<file path="src/rtl/mss_pkg.sv">
// shared types, opcode and function codes for the instruction step block
package mss_pkg;

   localparam int MemWords = 1024;
   localparam int MemAw    = $clog2(MemWords);
   localparam int RegAw    = 5;

   localparam logic [5:0] OP_SPECIAL = 6'h00;
   localparam logic [5:0] OP_J       = 6'h02;
   localparam logic [5:0] OP_JAL     = 6'h03;
   localparam logic [5:0] OP_BEQ     = 6'h04;
   localparam logic [5:0] OP_BNE     = 6'h05;
   localparam logic [5:0] OP_ADDI    = 6'h08;
   localparam logic [5:0] OP_SLTI    = 6'h0A;
   localparam logic [5:0] OP_ANDI    = 6'h0C;
   localparam logic [5:0] OP_ORI     = 6'h0D;
   localparam logic [5:0] OP_XORI    = 6'h0E;
   localparam logic [5:0] OP_LUI     = 6'h0F;
   localparam logic [5:0] OP_LW      = 6'h23;
   localparam logic [5:0] OP_SW      = 6'h2B;

   localparam logic [5:0] FN_SLL  = 6'h00;
   localparam logic [5:0] FN_SRL  = 6'h02;
   localparam logic [5:0] FN_SRA  = 6'h03;
   localparam logic [5:0] FN_SLLV = 6'h04;
   localparam logic [5:0] FN_SRLV = 6'h06;
   localparam logic [5:0] FN_SRAV = 6'h07;
   localparam logic [5:0] FN_JR   = 6'h08;
   localparam logic [5:0] FN_MFHI = 6'h10;
   localparam logic [5:0] FN_MFLO = 6'h12;
   localparam logic [5:0] FN_MULT = 6'h18;
   localparam logic [5:0] FN_DIV  = 6'h1A;
   localparam logic [5:0] FN_ADD  = 6'h20;
   localparam logic [5:0] FN_SUB  = 6'h22;
   localparam logic [5:0] FN_AND  = 6'h24;
   localparam logic [5:0] FN_OR   = 6'h25;
   localparam logic [5:0] FN_XOR  = 6'h26;
   localparam logic [5:0] FN_SLT  = 6'h2A;

   typedef enum logic [3:0] {
      ST_CLEAR, ST_IDLE, ST_READ, ST_EXEC, ST_MEM, ST_MUL, ST_DIV, ST_DIVFIX, ST_DONE
   } state_type;

   // controller to datapath
   typedef struct packed {
      logic clear_en;
      logic capture;
      logic exec;
      logic load_fin;
      logic mul_start;
      logic mul_step;
      logic div_start;
      logic div_step;
      logic arith_fin;
      logic commit;
   } cmd_type;

   // datapath to controller
   typedef struct packed {
      logic is_load;
      logic is_mult;
      logic is_div;
      logic clear_last;
      logic step_last;
   } stat_type;

endpackage

</file>
<file path="src/rtl/mss_ctrl.sv">
// sequencing state machine for the instruction step
module mss_ctrl
   import mss_pkg::*;
(
   input  logic     clock,
   input  logic     reset,
   input  logic     req_valid,
   output logic     req_stall,
   output logic     rsp_valid,
   input  logic     rsp_stall,
   input  stat_type stat,
   output cmd_type  cmd
);
   state_type state_ff, state_in;

   always_ff @(posedge clock) begin
      if (reset) state_ff <= ST_CLEAR;
      else state_ff <= state_in;
   end

   always_comb begin
      state_in  = state_ff;
      cmd       = '0;
      req_stall = 1'b1;
      rsp_valid = 1'b0;
      case (state_ff)
         ST_CLEAR: begin
            cmd.clear_en = 1'b1;
            if (stat.clear_last) state_in = ST_IDLE;
         end
         ST_IDLE: begin
            req_stall = 1'b0;
            if (req_valid) begin
               cmd.capture = 1'b1;
               state_in = ST_READ;
            end
         end
         ST_READ: state_in = ST_EXEC;
         ST_EXEC: begin
            if (stat.is_mult) begin
               cmd.mul_start = 1'b1;
               state_in = ST_MUL;
            end else if (stat.is_div) begin
               cmd.div_start = 1'b1;
               state_in = ST_DIV;
            end else begin
               cmd.exec = 1'b1;
               state_in = stat.is_load ? ST_MEM : ST_DONE;
            end
         end
         ST_MEM: begin
            cmd.load_fin = 1'b1;
            state_in = ST_DONE;
         end
         ST_MUL: begin
            cmd.mul_step = 1'b1;
            if (stat.step_last) state_in = ST_DIVFIX;
         end
         ST_DIV: begin
            cmd.div_step = 1'b1;
            if (stat.step_last) state_in = ST_DIVFIX;
         end
         ST_DIVFIX: begin
            cmd.arith_fin = 1'b1;
            state_in = ST_DONE;
         end
         ST_DONE: begin
            rsp_valid = 1'b1;
            if (!rsp_stall) begin
               cmd.commit = 1'b1;
               req_stall = 1'b0;
               if (req_valid) begin
                  cmd.capture = 1'b1;
                  state_in = ST_READ;
               end else begin
                  state_in = ST_IDLE;
               end
            end
         end
         default: state_in = ST_IDLE;
      endcase
   end
endmodule

</file>
<file path="config.mk">
export PLATFORM = sky130hd
export DESIGN_NAME = mss_ctrl
export DESIGN_NICKNAME = d
export VERILOG_FILES = /design/src/rtl/mss_pkg.sv /design/src/rtl/mss_ctrl.sv
export SDC_FILE = /design/constraint.sdc
export NUM_CORES = 1
export LEC_CHECK = 0
export ABC_AREA = 1
export BUFFER_PORTS_ARGS = -buffer_cell sky130_fd_sc_hd__buf_2
export CORE_AREA = 2 2 39 41
export DETAILED_ROUTE_END_ITERATION = 12
export DIE_AREA = 0 0 41 43
export MAX_ROUTING_LAYER = met4
export PLACE_DENSITY = 0.71
export SYNTH_ARGS = -nofsm -noshare
export SYNTH_HDL_FRONTEND = slang
export SYNTH_SLANG_ARGS = --single-unit
</file>
<file path="constraint.sdc">
create_clock -name clock -period 1.4 [get_ports clock]
set_input_delay 0.28 -clock clock [delete_from_list [all_inputs] [get_ports clock]]
set_output_delay 0.28 -clock clock [all_outputs]
set_load 0.005 [all_outputs]
</file>
==> results.cfg, run 1 <==
[sta]
fmax_ghz = 0.683
slew_headroom = 0.813
fin_crit_ns = 1.46
skew_ns = 0.000569
hold_viol_final = 0
fin_crit_sh = 1.05
setup_viol = 5
timing.final.ws_setup_ns = -0.0643
final-max-slew-violation-count = 0
tightestPinTransition_ns = 0.278
rsz0062_at_grt = yes

[cts]
cts_buffers = 3
clock-sinks = 4
cts_hold_buffers = 0
clock_latency_ns = 0.24
htreeDepth = 1
clk_pin_slew_worst_paths_ns = 0.04
root_buffer = clkbuf_4
cts_tree = yes
cts_buffer_depth = 2

[final_layout]
mostFrequentLayoutCell = buf_2
largest_registers = state_ff: 4 flops
fill_cells = 135
largest_reg_flops = 4
drive_gt1_frac = 0.496
diodes = 0
nets = 128
top_register = state_ff
area_growth_pct = 56.7
final_cell_mix = 20 x buf_2, 17 x nand2_1, 15 x inv_1, 15 x nor2_1, 9 x nand3_1
seq_area_um2 = 95.1
final_area_um2 = 733
multi_input_area_um2 = 344

[floorplanning]
start_util = 0.338
die_y_um = 43
core-area_mm2 = 0.00138
die_w_um = 41
die-area_mm2 = 0.00176
num_io_pins = 21
row_count = 14

[run_status]
status = finished with violations
violations = negative setup slack

[power_and_ir_drop]
intPower_uw = 614
sw_frac_of_total = 0.475
p_clk_frac = 0.123
pwr-share-comb = 0.673
irDropWorstVdd_uv = 831
netSwitchingPower_uw = 555
powerDensity_mw_per_mm2 = 1590
p_leak_uw = 0.000447
seqPwrFrac = 0.204

[drt]
via_per_inst = 4.52
drc = 0
finalWirelength_mm = 1.28
drtPass1Iterations = 4
drt_iter0_markers = 8
ant_nets = 0
vias = 601
post_drt_wl_per_cell_um = 9.65

[min_path]
min_path_type = in -> reg
hold_start = reset

[critical_path]
cp_cell_sequence = nand2_1 > clkinv_2 > nand2_2 > nor3_1 > buf_2
worstSetupStartpoint = state_ff[1]
critPathMaxStageDelay_ns = 0.38
reg2reg_from = state_ff[2]
start_kind = flop
required_ns = 1.12
end_kind = output pin
worstPathArrival_ns = 1.18
slowest_stage = dfxtp_4
crit_fanout = 5
path_class = reg -> out

[global_routing]
grt_pass1_wl_mm = 2.01
grt_antenna_before_repair = 0
grt_max_degree = 6
grt_overflow = 0
grt_use_total = 0.168
grt_pass1_vias = 532

[placement]
dpl_worst_slack_ns = 0.103
port_buffers = 20
placed_area_um2 = 611
place_hpwl_um = 939
globalplace.congestion = 0.806

[synthesis]
synth_top_area_share = 0.171
synth_area_um2 = 468
yosys.area.top_type = dfxtp_1
syn_avg_cell_area_um2 = 5.51
yosys-top-cells-area = dfxtp_1 17%, nand2_1 14%, nor2_1 14%
ys_seq_elements = 4
synthDistinctLibCells = 14
netlist_instances = 85
ys_seq_area_frac = 0.171
ys_warn_count = 0
syn_nets = 94

[job]
max-cap-violations = 0
## path summary, 6_finish.rpt
| kind | endpoint | slack (ns) | depth (start not counted) |
|---|---|---|---|
| setup / recovery | cmd[7] | -0.06 | 5 |
| setup reg to reg | state_ff[1] | 0.12 | 9 |
| hold reg to reg | state_ff[1] | 0.54 | 2 |
| hold / removal | state_ff[2] | 0.21 | 2 |
## routing by layer
metal | GRT usage | share of wire
met5 | - | 0
met3 | 0.0314 | 0.060
met4 | 0.0800 | 0.0086
met1 | 0.190 | 0.39
met2 | 0.269 | 0.54
## worst max-delay path, delay by kind of cell, from the launching register on
family | cells | cell delay (ns)
buffers and inverters | 2 | 0.21
flip-flops | 1 | 0.38
AND/OR/NAND/NOR | 3 | 0.35
## cell families (layout without fill, tap and decap cells)
group | Yosys count | count (layout) | synth area share
simple gates | 60 | 60 | 0.639
flops | 4 | 4 | 0.171
buf+inv | 19 | 51 | 0.152
compound gates | 2 | 2 | 0.0374
## cell type report
| type | count | area share |
|---|---|---|
| sequential | 4 | 0.130 |
| tap | 16 | 0.0273 |
| clock buffer | 3 | 0.0307 |
| multi-input combinational | 62 | 0.469 |
| timing repair buffer | 29 | 0.244 |
| inverter | 19 | 0.0990 |
## stage by stage
stage	instances	setup TNS [ns]	hold slack, ns	power [uW]	utilization
floorplan	85	0	0.352	658	-
global placement	124	0	0.463	845	0.441
detailed placement	124	0	0.467	853	0.441
CTS	132	-0.168	0.210	1130	0.507
global route	133	-0.763	0.214	1290	0.530
finish	133	-0.174	0.212	1170	0.530
## synth_stat cells
cell       n
nand2_1   18
nor2_1    17
inv_1     15
nand3_1    9
dfxtp_1    4
nand2_2    4
nor2_2     4
nor2_4     4
inv_2      3
a21oi_2    2
nor3_1     2
clkinv_1   1
nand3_2    1
nand3b_1   1
## power groups by stage
stage | registers (uW) | clock network [uW] | logic (uW)
after floorplan | 202 | 0 | 456
after global placement | 205 | 0 | 641
after detailed placement | 208 | 0 | 645
after CTS | 237 | 151 | 741
after global routing | 245 | 158 | 887
final | 238 | 144 | 786
## what timing repair did
action	4_1_cts	5_1_grt
resized for setup	13	6
setup endpoints to repair	11	13
setup buffers	5	1
pin swaps	6	4
gates cloned	0	0
(Power assumes the default switching activity.)
==> inputs of run 2 (changes only) <==
GPL_TIMING_DRIVEN = 0   (was default)
clock period = 1.65 ns   (was 1.4 ns; I/O delays follow)
==> results.cfg, run 2 (same netlist as run 1, synthesis figures left out) <==
[final_layout]
nets = 124
area_growth_pct = 43.3
diodes = 0
fin_util = 0.485
largest_reg_flops = 4
final_area_um2 = 671
final_cell_mix = 20 x buf_2, 17 x nand2_1, 17 x nor2_1
top_register = state_ff
fill_cells = 148
mostFrequentLayoutCell = buf_2
largest_registers = state_ff: 4 flops
drive_gt1_frac = 0.434

[drt]
drt_iter0_markers = 16
via_per_inst = 4.51
ant_nets = 0
post_drt_wl_per_cell_um = 8.62
drtPass1Iterations = 4
vias = 582
finalWirelength_mm = 1.11
drc = 0

[min_path]
min_to = state_ff[2]
hold_start = reset
worstHoldPathCells = 2
min_path_type = in -> reg

[cts]
root_buffer = clkbuf_4
htreeDepth = 1
clock_latency_ns = 0.23
clk_pin_slew_worst_paths_ns = 0.03
clock-sinks = 4
cts_hold_buffers = 0
cts_buffers = 3
cts_buffer_depth = 2
cts_tree = yes

[placement]
placed_area_um2 = 588
place_hpwl_um = 898
globalplace.congestion = 0.797
port_buffers = 20

[critical_path]
critPathMaxStageDelay_ns = 0.36
cp_num_buf_inv = 1
path_class = reg -> out
end_kind = output pin
crit_fanout = 9
r2r_cells = 9
r2r_slack_ns = 0.28
crit_family = simple AND/OR/NAND/NOR gates
regToRegEndpoint = state_ff[1]
reg2reg_from = state_ff[0]
slowest_stage = dfxtp_1
cp_cell_sequence = nor2_4 > nand2_2 > nor3_1 > buf_2
start_kind = flop
required_ns = 1.32
path_depth = 4
worstPathArrival_ns = 1.23

[floorplanning]
die-area_mm2 = 0.00176
die_w_um = 41
num_io_pins = 21
die_y_um = 43
start_util = 0.338
core-area_mm2 = 0.00138
row_count = 14

[power_and_ir_drop]
total_power_uw = 917
irDropWorstVdd_uv = 465
p_leak_uw = 0.000422
powerDensity_mw_per_mm2 = 1370

[sta]
hold_viol_final = 0
fin_crit_sh = 0.945
rsz0062_at_grt = yes
skew_ns = 0.00427
setup_viol = 0
fmax_ghz = 0.641
tightestPinTransition_ns = 0.248
slew_headroom = 0.834
fin_crit_ns = 1.56
final-max-slew-violation-count = 0

[job]
max-cap-violations = 0

[global_routing]
grt_max_degree = 10
grt_antenna_before_repair = 0
grt_overflow = 0
grt_use_total = 0.147
grt_pass1_vias = 460
grt_pass1_wl_mm = 1.73

[run_status]
status = complete, no violations
==> run 2: cell types whose count changed in the layout (fill, tap and decap cells not counted) <==
cell      delta
clkinv_2     -1
dfxtp_1      +2
buf_6        -3
nor2_1       +2
buf_4        -1
dfxtp_4      -3
nor2_2       -1
dfxtp_2      +1
nor2_4       -1
clkinv_1     +1
==> run 2: layout make-up <==
cell class,instances,area [um2],area share
Clock buffer,3,22.5,0.0336
Sequential cell,4,85.1,0.127
Multi-Input combinational cell,62,334,0.498
Timing Repair Buffer,25,138,0.205
Inverter,19,71.3,0.106
Tap cell,16,20.0,0.0299
==> run 2: worst reg2reg max path, delay by kind of cell (launching register included) <==
kind / cells / cell delay [ns]
flops: 1 / 0.42
buf+inv: 2 / 0.26
simple gates: 7 / 0.58
==> run 2: power breakdown <==
part	leakage (uW)	internal [uW]	switching, uW	total, uW
logic	0.000374	270	343	612
clock network	0.0000138	81.1	36.8	118
registers	0.0000339	132	55.0	187
==> run 2: what timing repair did <==
item / in CTS / in global routing
gates resized for setup: 2 / 5
endpoints found under the hold margin: 0 / 0
setup buffers: 0 / 5
pin swaps: 0 / 4
setup endpoints to repair: 2 / 2
==> run 2: metal layers <==
layer	track usage	up-vias	wire length (um)
met5	-	-	0
met4	0.100	0	25
met3	0.0157	2	70
met2	0.228	22	562
met1	0.168	243	453
li1	-	315	-
==> run 2: worst max-delay path by stage <==
stage | slack, ns | startpoint | end
3_3_place_gp | 0.20 | state_ff[3] | cmd[8]
4_1_cts | 0.006 | state_ff[3] | cmd[8]
6_report | 0.09 | state_ff[2] | cmd[7]
5_1_grt | -0.03 | state_ff[3] | cmd[8]
3_5_place_dp | 0.17 | state_ff[3] | cmd[8]
2_1_floorplan | 0.30 | state_ff[3] | cmd[8]
==> run 2: stage by stage <==
step           hold WS, ns  cells  TNS [ns]  setup WS [ns]
2_1_floorplan        0.402     85         0          0.304
6_report             0.272    129         0         0.0911
3_3_place_gp         0.505    121         0          0.203
4_1_cts              0.269    124         0        0.00587
3_5_place_dp         0.509    121         0          0.174
5_1_grt              0.278    129   -0.0350        -0.0350
